## config.mk

```make
export PLATFORM = sky130hd
export DESIGN_NAME = moving_average_linear_map_flat
export DESIGN_NICKNAME = d
export VERILOG_FILES = /design/src/hw/rtl/mavg_pkg.sv /design/src/hw/rtl/mavg_if.sv /design/src/hw/rtl/moving_average_linear_map.sv /design/src/hw/rtl/mavg_ram.sv /design/src/hw/rtl/mavg_fifo.sv /design/src/hw/rtl/mavg_div.sv /design/src/hw/rtl/mavg_front.sv /design/src/hw/rtl/mavg_back.sv /design/src/flat_wrapper.sv
export SDC_FILE = /design/constraint.sdc
export NUM_CORES = 2
export LEC_CHECK = 0
export BUFFER_PORTS_ARGS = -buffer_cell sky130_fd_sc_hd__buf_2
export CAP_MARGIN = 20
export CORE_UTILIZATION = 30
export CTS_CLUSTER_DIAMETER = 120
export DETAILED_ROUTE_END_ITERATION = 12
export GPL_TIMING_DRIVEN = 1
export PLACE_DENSITY = 0.47
export SLEW_MARGIN = 10
export SYNTH_ARGS = -nofsm -noshare
export SYNTH_HDL_FRONTEND = slang
export SYNTH_HIERARCHICAL = 1
export SYNTH_SLANG_ARGS = --single-unit
```

## constraint.sdc

```tcl
create_clock -name clk -period 10.1 [get_ports clk]
set_input_delay 0.505 -clock clk [delete_from_list [all_inputs] [get_ports clk]]
set_output_delay 0.505 -clock clk [all_outputs]
set_load 0.02 [all_outputs]
```

## src/hw/rtl/mavg_pkg.sv

```systemverilog
// Shared types and constants for the moving average / linear map block.
// No dependencies.
package mavg_pkg;

	localparam int CH_BITS  = 2;
	localparam int AVG_BITS = 12;
	localparam int MAP_BITS = 32;
	localparam int IN_BITS  = 12;
	localparam int OUT_BITS = 16;

	// serial divider: 32-bit dividend, 16-bit divisor, two quotient bits a cycle
	localparam int DIV_N     = 32;
	localparam int DIV_D     = 16;
	localparam int DIV_STEPS = 2;
	localparam int DIV_CNT_W = $clog2(DIV_N / DIV_STEPS);

	localparam int FIFO_DEPTH = 2;

	localparam int PADDR_W = 5;
	localparam int PDATA_W = 32;

	typedef enum logic [2:0] {
		REG_SP_IN_LOW   = 3'd0,
		REG_SP_IN_HIGH  = 3'd1,
		REG_SP_OUT_LOW  = 3'd2,
		REG_SP_OUT_HIGH = 3'd3,
		REG_FB_IN_LOW   = 3'd4,
		REG_FB_IN_HIGH  = 3'd5,
		REG_FB_OUT_LOW  = 3'd6,
		REG_FB_OUT_HIGH = 3'd7
	} reg_idx_t;

	typedef struct packed {
		logic        [IN_BITS-1:0]  sp_in_low;
		logic        [IN_BITS-1:0]  sp_in_high;
		logic signed [OUT_BITS-1:0] sp_out_low;
		logic signed [OUT_BITS-1:0] sp_out_high;
		logic        [IN_BITS-1:0]  fb_in_low;
		logic        [IN_BITS-1:0]  fb_in_high;
		logic signed [OUT_BITS-1:0] fb_out_low;
		logic signed [OUT_BITS-1:0] fb_out_high;
	} cfg_t;

	localparam cfg_t CFG_RESET = '{
		sp_in_low:   12'd0,
		sp_in_high:  12'd2800,
		sp_out_low:  -16'sd7000,
		sp_out_high: 16'sd7000,
		fb_in_low:   12'd700,
		fb_in_high:  12'd1900,
		fb_out_low:  -16'sd8000,
		fb_out_high: 16'sd8000
	};

	typedef struct packed {
		logic             start;
		logic [DIV_N-1:0] dividend;
		logic [DIV_D-1:0] divisor;
	} div_req_t;

	typedef struct packed {
		logic             done;
		logic [DIV_N-1:0] quotient;
	} div_rsp_t;

	typedef enum logic [1:0] {
		F_CLEAR,
		F_IDLE,
		F_UPDATE
	} front_state_t;

	typedef enum logic [2:0] {
		B_IDLE,
		B_MUL,
		B_SPAN,
		B_MAP,
		B_DONE
	} back_state_t;

endpackage

```

## src/hw/rtl/mavg_if.sv

```systemverilog
// Sample and result channel interfaces (valid/ready).
// Depends on mavg_pkg.
interface mavg_in_if #(
	parameter int SAMPLE_BITS = 12
);
	logic                          valid;
	logic                          ready;
	logic [mavg_pkg::CH_BITS-1:0]  channel;
	logic [SAMPLE_BITS-1:0]        sample;

	modport source (output valid, channel, sample, input ready);
	modport sink (input valid, channel, sample, output ready);
endinterface

interface mavg_out_if;
	logic                                valid;
	logic                                ready;
	logic        [mavg_pkg::CH_BITS-1:0]  channel_out;
	logic        [mavg_pkg::AVG_BITS-1:0] average;
	logic signed [mavg_pkg::MAP_BITS-1:0] mapped;
	logic                                bad_span;

	modport source (output valid, channel_out, average, mapped, bad_span, input ready);
	modport sink (input valid, channel_out, average, mapped, bad_span, output ready);
endinterface

```

## src/hw/rtl/moving_average_linear_map.sv

```systemverilog
// Samples pass the front part (ring update), a two-entry queue and the back
// part (serial span divide and map); the divide is skipped when the input span is zero.
// The front can take a new sample while the back part still works on an earlier
// one, until the queue is full.
// Reset: asynchronous, active low; configuration returns to defaults and the
// sample rings are zeroed by a clearing pass over all CHANNELS*WINDOW entries
// (20 by default), during which no sample is taken.
module moving_average_linear_map #(
	parameter int WINDOW = 5,
	parameter int CHANNELS = 4,
	parameter int SAMPLE_BITS = 12
) (
	input  logic                          clk,
	input  logic                          arst_n,
	mavg_in_if.sink                       samples,
	mavg_out_if.source                    results,
	input  logic                          psel,
	input  logic                          penable,
	input  logic                          pwrite,
	input  logic [mavg_pkg::PADDR_W-1:0]  paddr,
	input  logic [mavg_pkg::PDATA_W-1:0]  pwdata,
	output logic [mavg_pkg::PDATA_W-1:0]  prdata,
	output logic                          pready
);

	localparam int SUM_W = SAMPLE_BITS + ((WINDOW > 1) ? $clog2(WINDOW) : 0);
	localparam int Q_W   = mavg_pkg::CH_BITS + SUM_W;
	localparam int DW    = mavg_pkg::PDATA_W;

	mavg_pkg::cfg_t   cfg_q;
	mavg_pkg::reg_idx_t reg_idx;

	logic                         q_push_valid;
	logic                         q_push_ready;
	logic [mavg_pkg::CH_BITS-1:0] q_push_channel;
	logic [SUM_W-1:0]             q_push_sum;
	logic                         q_pop_valid;
	logic                         q_pop_ready;
	logic [Q_W-1:0]               q_pop_data;

	assign pready  = 1'b1;
	assign reg_idx = mavg_pkg::reg_idx_t'(paddr[mavg_pkg::PADDR_W-1:2]);

	always_ff @(posedge clk or negedge arst_n) begin
		if (!arst_n) begin
			cfg_q <= mavg_pkg::CFG_RESET;
		end else if (psel && penable && pwrite && pready) begin
			case (reg_idx)
				mavg_pkg::REG_SP_IN_LOW:   cfg_q.sp_in_low   <= pwdata[mavg_pkg::IN_BITS-1:0];
				mavg_pkg::REG_SP_IN_HIGH:  cfg_q.sp_in_high  <= pwdata[mavg_pkg::IN_BITS-1:0];
				mavg_pkg::REG_SP_OUT_LOW:  cfg_q.sp_out_low  <= pwdata[mavg_pkg::OUT_BITS-1:0];
				mavg_pkg::REG_SP_OUT_HIGH: cfg_q.sp_out_high <= pwdata[mavg_pkg::OUT_BITS-1:0];
				mavg_pkg::REG_FB_IN_LOW:   cfg_q.fb_in_low   <= pwdata[mavg_pkg::IN_BITS-1:0];
				mavg_pkg::REG_FB_IN_HIGH:  cfg_q.fb_in_high  <= pwdata[mavg_pkg::IN_BITS-1:0];
				mavg_pkg::REG_FB_OUT_LOW:  cfg_q.fb_out_low  <= pwdata[mavg_pkg::OUT_BITS-1:0];
				mavg_pkg::REG_FB_OUT_HIGH: cfg_q.fb_out_high <= pwdata[mavg_pkg::OUT_BITS-1:0];
				default: begin
				end
			endcase
		end
	end

	always_comb begin
		case (reg_idx)
			mavg_pkg::REG_SP_IN_LOW:   prdata = DW'(cfg_q.sp_in_low);
			mavg_pkg::REG_SP_IN_HIGH:  prdata = DW'(cfg_q.sp_in_high);
			mavg_pkg::REG_SP_OUT_LOW:  prdata = DW'($unsigned(cfg_q.sp_out_low));
			mavg_pkg::REG_SP_OUT_HIGH: prdata = DW'($unsigned(cfg_q.sp_out_high));
			mavg_pkg::REG_FB_IN_LOW:   prdata = DW'(cfg_q.fb_in_low);
			mavg_pkg::REG_FB_IN_HIGH:  prdata = DW'(cfg_q.fb_in_high);
			mavg_pkg::REG_FB_OUT_LOW:  prdata = DW'($unsigned(cfg_q.fb_out_low));
			mavg_pkg::REG_FB_OUT_HIGH: prdata = DW'($unsigned(cfg_q.fb_out_high));
			default:                   prdata = '0;
		endcase
	end

	mavg_front #(
		.WINDOW      (WINDOW),
		.CHANNELS    (CHANNELS),
		.SAMPLE_BITS (SAMPLE_BITS)
	) u_front (
		.clk          (clk),
		.arst_n       (arst_n),
		.samples      (samples),
		.push_valid   (q_push_valid),
		.push_ready   (q_push_ready),
		.push_channel (q_push_channel),
		.push_sum     (q_push_sum)
	);

	mavg_fifo #(
		.WIDTH (Q_W)
	) u_queue (
		.clk        (clk),
		.arst_n     (arst_n),
		.push_valid (q_push_valid),
		.push_ready (q_push_ready),
		.push_data  ({q_push_channel, q_push_sum}),
		.pop_valid  (q_pop_valid),
		.pop_ready  (q_pop_ready),
		.pop_data   (q_pop_data)
	);

	mavg_back #(
		.WINDOW      (WINDOW),
		.SAMPLE_BITS (SAMPLE_BITS)
	) u_back (
		.clk         (clk),
		.arst_n      (arst_n),
		.cfg         (cfg_q),
		.pop_valid   (q_pop_valid),
		.pop_ready   (q_pop_ready),
		.pop_channel (q_pop_data[Q_W-1:SUM_W]),
		.pop_sum     (q_pop_data[SUM_W-1:0]),
		.results     (results)
	);

endmodule

```

## src/hw/rtl/mavg_ram.sv

```systemverilog
// Generic single-write, single-read RAM with registered read data.
// No dependencies.
module mavg_ram #(
	parameter int WIDTH = 12,
	parameter int DEPTH = 20,
	localparam int ADDR_W = (DEPTH > 1) ? $clog2(DEPTH) : 1
) (
	input  logic              clk,
	input  logic              wr_en,
	input  logic [ADDR_W-1:0] waddr,
	input  logic [WIDTH-1:0]  wdata,
	input  logic              rd_en,
	input  logic [ADDR_W-1:0] raddr,
	output logic [WIDTH-1:0]  rdata
);

	logic [WIDTH-1:0] mem_q [DEPTH];

	always_ff @(posedge clk) begin
		if (wr_en) begin
			mem_q[waddr] <= wdata;
		end
		if (rd_en) begin
			rdata <= mem_q[raddr];
		end
	end

endmodule

```

## src/hw/rtl/mavg_fifo.sv

```systemverilog
// Two-entry queue between the front (ring update) and back (divide/map) parts.
// Depends on mavg_pkg.
module mavg_fifo #(
	parameter int WIDTH = 16
) (
	input  logic             clk,
	input  logic             arst_n,
	input  logic             push_valid,
	output logic             push_ready,
	input  logic [WIDTH-1:0] push_data,
	output logic             pop_valid,
	input  logic             pop_ready,
	output logic [WIDTH-1:0] pop_data
);

	localparam int CNT_W = $clog2(mavg_pkg::FIFO_DEPTH + 1);

	logic [WIDTH-1:0] mem_q [mavg_pkg::FIFO_DEPTH];
	logic             wr_ptr_q;
	logic             rd_ptr_q;
	logic [CNT_W-1:0] cnt_q;
	logic             push;
	logic             pop;

	assign push_ready = (cnt_q != CNT_W'(mavg_pkg::FIFO_DEPTH));
	assign pop_valid  = (cnt_q != '0);
	assign pop_data   = mem_q[rd_ptr_q];
	assign push       = push_valid && push_ready;
	assign pop        = pop_valid && pop_ready;

	always_ff @(posedge clk or negedge arst_n) begin
		if (!arst_n) begin
			wr_ptr_q <= 1'b0;
			rd_ptr_q <= 1'b0;
			cnt_q    <= '0;
		end else begin
			if (push) begin
				wr_ptr_q <= ~wr_ptr_q;
			end
			if (pop) begin
				rd_ptr_q <= ~rd_ptr_q;
			end
			if (push && !pop) begin
				cnt_q <= cnt_q + CNT_W'(1);
			end else if (pop && !push) begin
				cnt_q <= cnt_q - CNT_W'(1);
			end
		end
	end

	always_ff @(posedge clk) begin
		if (push) begin
			mem_q[wr_ptr_q] <= push_data;
		end
	end

endmodule

```

## src/hw/rtl/mavg_div.sv

```systemverilog
// Serial restoring divider, unsigned, two quotient bits per cycle.
// Depends on mavg_pkg.
module mavg_div (
	input  logic               clk,
	input  logic               arst_n,
	input  mavg_pkg::div_req_t req,
	output mavg_pkg::div_rsp_t rsp
);

	localparam int N = mavg_pkg::DIV_N;
	localparam int D = mavg_pkg::DIV_D;
	localparam int CW = mavg_pkg::DIV_CNT_W;

	logic [D-1:0]  rem_q;
	logic [N-1:0]  quo_q;
	logic [D-1:0]  den_q;
	logic [CW-1:0] cnt_q;
	logic          busy_q;
	logic          done_q;
	logic [D-1:0]  rem_nx;
	logic [N-1:0]  quo_nx;

	always_comb begin
		logic [D:0] t;
		rem_nx = rem_q;
		quo_nx = quo_q;
		for (int i = 0; i < mavg_pkg::DIV_STEPS; i++) begin
			t      = {rem_nx, quo_nx[N-1]};
			quo_nx = {quo_nx[N-2:0], 1'b0};
			if (t >= {1'b0, den_q}) begin
				t         = t - {1'b0, den_q};
				quo_nx[0] = 1'b1;
			end
			rem_nx = t[D-1:0];
		end
	end

	always_ff @(posedge clk or negedge arst_n) begin
		if (!arst_n) begin
			busy_q <= 1'b0;
			done_q <= 1'b0;
			cnt_q  <= '0;
		end else begin
			done_q <= 1'b0;
			if (req.start) begin
				busy_q <= 1'b1;
				cnt_q  <= '0;
			end else if (busy_q) begin
				cnt_q <= cnt_q + CW'(1);
				if (cnt_q == {CW{1'b1}}) begin
					busy_q <= 1'b0;
					done_q <= 1'b1;
				end
			end
		end
	end

	always_ff @(posedge clk) begin
		if (req.start) begin
			rem_q <= '0;
			quo_q <= req.dividend;
			den_q <= req.divisor;
		end else if (busy_q) begin
			rem_q <= rem_nx;
			quo_q <= quo_nx;
		end
	end

	assign rsp.done     = done_q;
	assign rsp.quotient = quo_q;

endmodule

```

## src/hw/rtl/mavg_front.sv

```systemverilog
// Front part: takes samples, updates the per-channel ring, running sum and
// write position, and queues the new sum. Depends on mavg_pkg, mavg_if, mavg_ram.
module mavg_front #(
	parameter int WINDOW = 5,
	parameter int CHANNELS = 4,
	parameter int SAMPLE_BITS = 12,
	localparam int SUM_W = SAMPLE_BITS + ((WINDOW > 1) ? $clog2(WINDOW) : 0)
) (
	input  logic                          clk,
	input  logic                          arst_n,
	mavg_in_if.sink                       samples,
	output logic                          push_valid,
	input  logic                          push_ready,
	output logic [mavg_pkg::CH_BITS-1:0]  push_channel,
	output logic [SUM_W-1:0]              push_sum
);

	localparam int DEPTH  = CHANNELS * WINDOW;
	localparam int ADDR_W = (DEPTH > 1) ? $clog2(DEPTH) : 1;
	localparam int POS_W  = (WINDOW > 1) ? $clog2(WINDOW) : 1;
	localparam int IDX_W  = (CHANNELS > 1) ? $clog2(CHANNELS) : 1;

	mavg_pkg::front_state_t st_q, st_nx;

	logic [SUM_W-1:0]             sum_q [CHANNELS];
	logic [POS_W-1:0]             wpos_q [CHANNELS];
	logic [ADDR_W-1:0]            clr_q;
	logic [mavg_pkg::CH_BITS-1:0] ch_q;
	logic [IDX_W-1:0]             idx_q;
	logic [POS_W-1:0]             cur_pos_q;
	logic [SAMPLE_BITS-1:0]       smp_q;
	logic [ADDR_W-1:0]            addr_q;

	logic [mavg_pkg::CH_BITS-1:0] ch_mod;
	logic [IDX_W-1:0]             in_idx;
	logic [ADDR_W-1:0]            in_addr;
	logic                         accept;
	logic                         commit;
	logic [SAMPLE_BITS-1:0]       old_smp;
	logic                         ram_we;
	logic [ADDR_W-1:0]            ram_waddr;
	logic [SAMPLE_BITS-1:0]       ram_wdata;
	logic [POS_W-1:0]             next_pos;

	// channel number folded onto the channels that have state
	always_comb begin
		ch_mod = samples.channel;
		for (int k = 0; k < 3; k++) begin
			if (int'(ch_mod) >= CHANNELS) begin
				ch_mod = ch_mod - mavg_pkg::CH_BITS'(CHANNELS);
			end
		end
		in_idx  = IDX_W'(ch_mod);
		in_addr = ADDR_W'(int'(in_idx) * WINDOW + int'(wpos_q[in_idx]));
	end

	assign accept   = samples.valid && samples.ready;
	assign next_pos = (cur_pos_q == POS_W'(WINDOW - 1)) ? '0 : cur_pos_q + POS_W'(1);
	assign push_channel = ch_q;
	assign push_sum = sum_q[idx_q] - SUM_W'(old_smp) + SUM_W'(smp_q);

	always_comb begin
		st_nx         = st_q;
		samples.ready = 1'b0;
		push_valid    = 1'b0;
		commit        = 1'b0;
		ram_we        = 1'b0;
		ram_waddr     = addr_q;
		ram_wdata     = smp_q;
		case (st_q)
			mavg_pkg::F_CLEAR: begin
				ram_we    = 1'b1;
				ram_waddr = clr_q;
				ram_wdata = '0;
				if (clr_q == ADDR_W'(DEPTH - 1)) begin
					st_nx = mavg_pkg::F_IDLE;
				end
			end
			mavg_pkg::F_IDLE: begin
				samples.ready = 1'b1;
				if (samples.valid) begin
					st_nx = mavg_pkg::F_UPDATE;
				end
			end
			mavg_pkg::F_UPDATE: begin
				push_valid = 1'b1;
				if (push_ready) begin
					commit = 1'b1;
					ram_we = 1'b1;
					st_nx  = mavg_pkg::F_IDLE;
				end
			end
			default: st_nx = mavg_pkg::F_CLEAR;
		endcase
	end

	always_ff @(posedge clk or negedge arst_n) begin
		if (!arst_n) begin
			st_q  <= mavg_pkg::F_CLEAR;
			clr_q <= '0;
			for (int c = 0; c < CHANNELS; c++) begin
				sum_q[c]  <= '0;
				wpos_q[c] <= '0;
			end
		end else begin
			st_q <= st_nx;
			if (st_q == mavg_pkg::F_CLEAR) begin
				clr_q <= clr_q + ADDR_W'(1);
			end
			if (commit) begin
				sum_q[idx_q]  <= push_sum;
				wpos_q[idx_q] <= next_pos;
			end
		end
	end

	always_ff @(posedge clk) begin
		if (accept) begin
			ch_q      <= samples.channel;
			idx_q     <= in_idx;
			cur_pos_q <= wpos_q[in_idx];
			smp_q     <= samples.sample;
			addr_q    <= in_addr;
		end
	end

	// read of the oldest entry is issued with the accept; data is there in F_UPDATE
	mavg_ram #(
		.WIDTH (SAMPLE_BITS),
		.DEPTH (DEPTH)
	) u_ring (
		.clk   (clk),
		.wr_en (ram_we),
		.waddr (ram_waddr),
		.wdata (ram_wdata),
		.rd_en (accept),
		.raddr (in_addr),
		.rdata (old_smp)
	);

endmodule

```

## src/hw/rtl/mavg_back.sv

```systemverilog
// Back part: divides the window sum, rescales and saturates the average (the low output
// bound on a zero input span), holds the result. Depends on mavg_pkg, mavg_if, mavg_div.
module mavg_back #(
	parameter int WINDOW = 5,
	parameter int SAMPLE_BITS = 12,
	localparam int SUM_W = SAMPLE_BITS + ((WINDOW > 1) ? $clog2(WINDOW) : 0)
) (
	input  logic                          clk,
	input  logic                          arst_n,
	input  mavg_pkg::cfg_t                cfg,
	input  logic                          pop_valid,
	output logic                          pop_ready,
	input  logic [mavg_pkg::CH_BITS-1:0]  pop_channel,
	input  logic [SUM_W-1:0]              pop_sum,
	mavg_out_if.source                    results
);

	localparam int IB     = mavg_pkg::IN_BITS;
	localparam int OB     = mavg_pkg::OUT_BITS;
	localparam int MB     = mavg_pkg::MAP_BITS;
	localparam int DIFF_W = ((SAMPLE_BITS > IB) ? SAMPLE_BITS : IB) + 1;
	localparam int DOUT_W = OB + 1;
	localparam int PROD_W = DIFF_W + DOUT_W;
	localparam int SPAN_W = IB + 1;
	localparam int RES_W  = mavg_pkg::DIV_N + 2;
	// sum / WINDOW as (sum * ceil(2^REC_SH / WINDOW)) >> REC_SH, exact for any SUM_W-bit sum
	localparam int REC_SH = SUM_W + ((WINDOW > 1) ? $clog2(WINDOW) : 0);
	localparam int AVGP_W = 2 * SUM_W + 1;
	localparam logic [AVGP_W-1:0] REC_M =
		AVGP_W'(((64'd1 << REC_SH) + 64'(WINDOW) - 64'd1) / 64'(WINDOW));

	mavg_pkg::back_state_t st_q, st_nx;
	mavg_pkg::div_req_t    div_req;
	mavg_pkg::div_rsp_t    div_rsp;

	logic [mavg_pkg::CH_BITS-1:0]  ch_q;
	logic [SAMPLE_BITS-1:0]        avg_q;
	logic signed [PROD_W-1:0]      prod_q;
	logic signed [SPAN_W-1:0]      span_q;
	logic                          neg_q;
	logic                          bad_q;
	logic [MB-1:0]                 map_q;
	logic                          out_vld_q;
	logic [mavg_pkg::CH_BITS-1:0]  out_ch_q;
	logic [mavg_pkg::AVG_BITS-1:0] out_avg_q;
	logic [MB-1:0]                 out_map_q;
	logic                          out_bad_q;

	logic [AVGP_W-1:0]        avg_prod;
	logic [SAMPLE_BITS-1:0]   avg_nx;
	logic [IB-1:0]            in_lo;
	logic [IB-1:0]            in_hi;
	logic signed [OB-1:0]     out_lo;
	logic signed [OB-1:0]     out_hi;
	logic signed [DIFF_W-1:0] diff;
	logic signed [DOUT_W-1:0] dout;
	logic signed [PROD_W-1:0] prod;
	logic signed [SPAN_W-1:0] span;
	logic [PROD_W-1:0]        prod_abs;
	logic [SPAN_W-1:0]        span_abs;
	logic                     bad;
	logic signed [RES_W-1:0]  qext;
	logic signed [RES_W-1:0]  res;
	logic [RES_W-MB:0]        res_top;
	logic [MB-1:0]            sat;
	logic [MB-1:0]            lo_ext;
	logic                     load;

	// odd channels take the feedback range set
	always_comb begin
		if (ch_q[0]) begin
			in_lo  = cfg.fb_in_low;
			in_hi  = cfg.fb_in_high;
			out_lo = cfg.fb_out_low;
			out_hi = cfg.fb_out_high;
		end else begin
			in_lo  = cfg.sp_in_low;
			in_hi  = cfg.sp_in_high;
			out_lo = cfg.sp_out_low;
			out_hi = cfg.sp_out_high;
		end
	end

	always_comb begin
		avg_prod = AVGP_W'(pop_sum) * REC_M;
		avg_nx   = avg_prod[REC_SH +: SAMPLE_BITS];
		diff     = $signed(DIFF_W'(avg_q)) - $signed(DIFF_W'(in_lo));
		dout     = $signed({out_hi[OB-1], out_hi}) - $signed({out_lo[OB-1], out_lo});
		prod     = diff * dout;
		span     = $signed({1'b0, in_hi}) - $signed({1'b0, in_lo});
		prod_abs = prod_q[PROD_W-1] ? PROD_W'(-prod_q) : PROD_W'(prod_q);
		span_abs = span_q[SPAN_W-1] ? SPAN_W'(-span_q) : SPAN_W'(span_q);
		bad      = (span_q == '0);
		lo_ext   = {{(MB - OB){out_lo[OB-1]}}, out_lo};
		// quotient magnitude, sign restored: truncation toward zero
		qext     = $signed({2'b00, div_rsp.quotient});
		res      = (neg_q ? -qext : qext) + $signed({{(RES_W - OB){out_lo[OB-1]}}, out_lo});
		res_top  = res[RES_W-1:MB-1];
		if (&res_top || ~|res_top) begin
			sat = res[MB-1:0];
		end else if (res[RES_W-1]) begin
			sat = {1'b1, {(MB - 1){1'b0}}};
		end else begin
			sat = {1'b0, {(MB - 1){1'b1}}};
		end
	end

	always_comb begin
		st_nx            = st_q;
		pop_ready        = 1'b0;
		load             = 1'b0;
		div_req.start    = 1'b0;
		div_req.dividend = mavg_pkg::DIV_N'(prod_abs);
		div_req.divisor  = mavg_pkg::DIV_D'(span_abs);
		case (st_q)
			mavg_pkg::B_IDLE: begin
				pop_ready = 1'b1;
				if (pop_valid) begin
					st_nx = mavg_pkg::B_MUL;
				end
			end
			mavg_pkg::B_MUL: st_nx = mavg_pkg::B_SPAN;
			mavg_pkg::B_SPAN: begin
				if (bad) begin
					st_nx = mavg_pkg::B_DONE;
				end else begin
					div_req.start = 1'b1;
					st_nx         = mavg_pkg::B_MAP;
				end
			end
			mavg_pkg::B_MAP: begin
				if (div_rsp.done) begin
					st_nx = mavg_pkg::B_DONE;
				end
			end
			mavg_pkg::B_DONE: begin
				if (!out_vld_q || results.ready) begin
					load  = 1'b1;
					st_nx = mavg_pkg::B_IDLE;
				end
			end
			default: st_nx = mavg_pkg::B_IDLE;
		endcase
	end

	always_ff @(posedge clk or negedge arst_n) begin
		if (!arst_n) begin
			st_q      <= mavg_pkg::B_IDLE;
			out_vld_q <= 1'b0;
		end else begin
			st_q <= st_nx;
			if (load) begin
				out_vld_q <= 1'b1;
			end else if (results.ready) begin
				out_vld_q <= 1'b0;
			end
		end
	end

	always_ff @(posedge clk) begin
		case (st_q)
			mavg_pkg::B_IDLE: begin
				if (pop_valid) begin
					ch_q  <= pop_channel;
					avg_q <= avg_nx;
				end
			end
			mavg_pkg::B_MUL: begin
				prod_q <= prod;
				span_q <= span;
			end
			mavg_pkg::B_SPAN: begin
				neg_q <= prod_q[PROD_W-1] ^ span_q[SPAN_W-1];
				bad_q <= bad;
				map_q <= lo_ext;
			end
			mavg_pkg::B_MAP: begin
				if (div_rsp.done) begin
					map_q <= sat;
				end
			end
			default: begin
			end
		endcase
		if (load) begin
			out_ch_q  <= ch_q;
			out_avg_q <= mavg_pkg::AVG_BITS'(avg_q);
			out_map_q <= map_q;
			out_bad_q <= bad_q;
		end
	end

	assign results.valid       = out_vld_q;
	assign results.channel_out = out_ch_q;
	assign results.average     = out_avg_q;
	assign results.mapped      = $signed(out_map_q);
	assign results.bad_span    = out_bad_q;

	mavg_div u_div (
		.clk    (clk),
		.arst_n (arst_n),
		.req    (div_req),
		.rsp    (div_rsp)
	);

endmodule

```

## src/flat_wrapper.sv

```systemverilog
// flat-port wrapper written by rule: the top's interface ports become plain ports
module moving_average_linear_map_flat 
#(
	parameter int WINDOW = 5,
	parameter int CHANNELS = 4,
	parameter int SAMPLE_BITS = 12
)
  (clk, arst_n, psel, penable, pwrite, paddr, pwdata, prdata, pready, samples_valid, samples_channel, samples_sample, samples_ready, results_valid, results_channel_out, results_average, results_mapped, results_bad_span, results_ready);
  mavg_in_if #(.SAMPLE_BITS(SAMPLE_BITS)) samples_i ();
  mavg_out_if results_i ();
  input  logic clk;
  input  logic arst_n;
  input  logic psel;
  input  logic penable;
  input  logic pwrite;
  input  logic [mavg_pkg::PADDR_W-1:0] paddr;
  input  logic [mavg_pkg::PDATA_W-1:0] pwdata;
  output logic [mavg_pkg::PDATA_W-1:0] prdata;
  output logic pready;
  input wire logic [$bits(samples_i.valid)-1:0] samples_valid;
  input wire logic [$bits(samples_i.channel)-1:0] samples_channel;
  input wire logic [$bits(samples_i.sample)-1:0] samples_sample;
  output wire logic [$bits(samples_i.ready)-1:0] samples_ready;
  output wire logic [$bits(results_i.valid)-1:0] results_valid;
  output wire logic [$bits(results_i.channel_out)-1:0] results_channel_out;
  output wire logic [$bits(results_i.average)-1:0] results_average;
  output wire logic [$bits(results_i.mapped)-1:0] results_mapped;
  output wire logic [$bits(results_i.bad_span)-1:0] results_bad_span;
  input wire logic [$bits(results_i.ready)-1:0] results_ready;
  assign samples_i.valid = samples_valid;
  assign samples_i.channel = samples_channel;
  assign samples_i.sample = samples_sample;
  assign samples_ready = samples_i.ready;
  assign results_valid = results_i.valid;
  assign results_channel_out = results_i.channel_out;
  assign results_average = results_i.average;
  assign results_mapped = results_i.mapped;
  assign results_bad_span = results_i.bad_span;
  assign results_i.ready = results_ready;
  moving_average_linear_map #(.WINDOW(WINDOW), .CHANNELS(CHANNELS), .SAMPLE_BITS(SAMPLE_BITS)) u_core (.clk(clk), .arst_n(arst_n), .samples(samples_i), .results(results_i), .psel(psel), .penable(penable), .pwrite(pwrite), .paddr(paddr), .pwdata(pwdata), .prdata(prdata), .pready(pready));
endmodule
```

==> results.py <==
metrics = {
    "job": {
        "max_cap_violations": 0,
    },
    "global_routing": {
        "grt_start_max_net_pins": 134,
        "grt_overflow": 0,
        "first_global_vias": 31300,
        "grt_pass1_wl_mm": 190,
        "antenna_found_initial": 6,
        "track_usage_pct": 15.4,
    },
    "worst_setup_path": {
        "critPathMaxStageDelay_ps": 590,
        "path_buf_inv": 4,
        "timing.critical_path.mode_cell": "fa_1",
        "cp-end-kind": "register",
        "cp.arrival_ps": 9670,
        "cp-start-kind": "register",
        "crit_required_ps": 10500,
        "category_of_the_critical_setup_timing_path": "register to register",
        "timing.critical_path.slowest_stage_cell": "fa_1",
        "timing.critical_path.fanout_max": 45,
        "cp_top_family": "adder cells",
    },
    "sta": {
        "grt_setup_unrepaired": "no",
        "maxSlewHeadroom_pct": 24.1,
        "fmaxAchievable_mhz": 108,
        "worst_slew_pin_slew_ps": 1110,
        "final.period_utilization_pct": 91.8,
        "slew_viol_final": 0,
        "tns_ps": 0,
        "hold_violations": 0,
        "fin_crit_ps": 9270,
        "setup_violations": 0,
        "fin_worst_skew_ps": 47.1,
    },
    "synth": {
        "syn-cell-area_um2": 47700,
        "yosysSeqAreaShare_pct": 42.6,
        "postSynthAreaPerCell_um2": 12.0,
        "synth_cells": 3972,
        "synth_cell_type_count": 97,
        "synth_enable_flop_cells": 494,
        "ys_warn_count": 6,
        "postSynthRegisterBits": 715,
        "asyncSetResetFlopFracSynth_pct": 28.7,
        "dominantRegCellSynth": "edfxtp_1",
    },
    "drt": {
        "drc_errors": 0,
        "avgViaCountPerCell": 4.83,
        "drt_pre_antenna_iters": 5,
        "via_count": 30400,
        "dr.first_iter.drc_count": 1702,
        "wl_per_cell_um": 19.6,
        "antenna_violating_nets_left": 0,
        "postRouteWirelength_mm": 123,
    },
    "place": {
        "routabilityCongestion": 0.819,
        "buffer_ports.inserted": 104,
        "detailed_place_hpwl_mm": 90.4,
    },
    "clock_network": {
        "buffer_levels_on_the_longest_clock_path": 3,
        "clk_pin_slew_worst_paths_ps": 60,
        "postCtsSetupRepairBufs": 0,
        "cts-buffers-inserted": 84,
        "clk-insertion-delay-late_ps": 710,
        "tritoncts": "done",
        "htreeDepth": 3,
        "root_buffer_master": "clkbuf_16",
        "cts_resized": 0,
        "clock_sinks": 715,
    },
    "hold_path": {
        "worst_hold_path_class": "input pin to register",
    },
    "layout": {
        "final_layout_size_suffix_gt1_share_pct": 17.8,
        "num_antenna_cells": 0,
        "most-common-layout-cells": "edfxtp_1 (494), inv_1 (420), nand2_1 (319), ha_1 (317), fa_1 (284)",
        "final_stage_net_count": 4804,
        "layout_commonest_cell": "edfxtp_1",
        "area.growth.synth_to_final_pct": 13.2,
    },
    "floorplan": {
        "initial_util_pct": 30.2,
        "die_width_um": 401,
        "placeableCoreArea_um2": 158000,
        "floorplan.io_pins": 140,
        "rows": 146,
        "die_height_um": 401,
        "dieArea_um2": 161000,
    },
    "outcome": {
        "run_status": "completed",
    },
}
## timing repair
action	in CTS	in global routing
hold buffers	13	0
endpoints found under the hold margin	84	0
endpoints found under the setup margin	0	0
## metrics by stage
stage	instances	utilization (%)	hold slack [ps]	setup WS, ps	cell area [um^2]
global route	6283	34.1	58.7	208	54000
finish	6283	34.1	88.2	829	54000
global placement	6115	32.2	406	885	51000
detailed placement	6116	32.2	405	884	51000
CTS	6282	34.1	25.9	814	54000
floorplan	3991	-	209	341	47800
## cell type report
cell class,instances,area (um^2)
multi-input cells,2711,25200
fillers,15800,104000
repair buffers,212,1400
clock buffers,108,2360
flip-flops and latches,715,20300
clock inverters,45,542
inverters,420,1580
well taps,2072,2590
## path summary, 6_finish.rpt
path	startpoint	to	slack, ps	cells past startpoint
worst max-delay path	u_core/u_back/ch_q[0]	u_core/u_back/prod_q[29]	830	33
worst min-delay path	pwdata[13]	u_core/cfg_q[13]	90	2
worst max register to register	u_core/u_back/ch_q[0]	u_core/u_back/prod_q[29]	830	33
worst min register to register	u_core/u_back/map_q[27]	u_core/u_back/results.mapped[27]	420	0
max in group asynchronous	arst_n	u_core/cfg_q[84]	8420	3
min in group asynchronous	arst_n	u_core/u_front/wpos_q[0]	380	2
## state kept, by name, indices dropped and copies added (netlist names), 4 cells and up
| register | count |
|---|---|
| u_core/u_front/u_ring/mem_q | 240 |
| u_core/u_back/span_q | 13 |
| u_core/u_queue/mem_q | 34 |
| u_core/u_front/wpos_q | 12 |
| u_core/u_back/avg_q | 12 |
| u_core/cfg_q | 112 |
| u_core/u_front/u_ring/rdata | 12 |
| u_core/u_back/u_div/quo_q | 32 |
| u_core/u_back/u_div/rem_q | 16 |
| u_core/u_front/clr_q | 5 |
| u_core/u_back/results.mapped | 32 |
| u_core/u_front/sum_q | 60 |
| u_core/u_back/u_div/cnt_q | 4 |
| u_core/u_back/u_div/den_q | 16 |
| u_core/u_front/smp_q | 12 |
| u_core/u_front/addr_q | 5 |
| u_core/u_back/results.average | 12 |
| u_core/u_back/map_q | 32 |
| u_core/u_back/prod_q | 30 |
## cells in the mapped netlist, drive strengths merged (36+ instances only)
master / n / area (um^2)
a21o: 41 / 308
a21oi: 115 / 606
and2: 38 / 238
buf: 69 / 499
clkbuf: 76 / 285
dfrtp: 161 / 4030
dfstp: 44 / 1160
edfxtp: 494 / 14800
fa: 284 / 5690
ha: 318 / 3980
inv: 420 / 1580
mux2: 248 / 2870
mux2i: 124 / 1240
mux4: 59 / 1330
nand2: 320 / 1200
nand2b: 45 / 282
nand3: 36 / 180
nor2: 223 / 855
nor2b: 48 / 303
nor3: 42 / 221
o21ai: 139 / 699
xnor2: 168 / 1480
xor2: 58 / 508
## logic make-up (layout without fill, tap and decap cells)
| group | count (synthesis) | after routing | share of synthesized area (%) |
|---|---|---|---|
| XOR/XNOR | 226 | 226 | 4.16 |
| AND/OR/NAND/NOR | 865 | 865 | 8.62 |
| flip-flops | 715 | 715 | 42.6 |
| multiplexers | 431 | 431 | 11.4 |
| other | 3 | 22 | 0.0236 |
| AO/OA/AOI/OAI | 565 | 565 | 7.98 |
| buffers and inverters | 565 | 785 | 4.95 |
| adder cells (fa/ha/maj) | 602 | 602 | 20.2 |
## per-layer routing
layer / vias to the layer above / track usage [%] / wire, um
li1: 14300 / - / -
met1: 15400 / 21.2 / 57300
met2: 519 / 25.2 / 58500
met3: 137 / 2.57 / 5250
met4: 0 / 3.29 / 2110
met5: - / 0 / 0
## worst reg2reg max path: cells and delay by family, from the launching register on
| family | cells | cell delay, ps |
|---|---|---|
| flip-flops | 1 | 370 |
| adder cells (fa/ha/maj) | 9 | 3580 |
| XOR/XNOR | 1 | 90 |
| AO/OA/AOI/OAI | 11 | 2380 |
| buffers and inverters | 4 | 480 |
| multiplexers | 1 | 510 |
| AND/OR/NAND/NOR | 7 | 1540 |
Power is left out: the tool's default activity adds up to more than one toggle a clock period on the data nets, which glitch-free logic cannot reach.
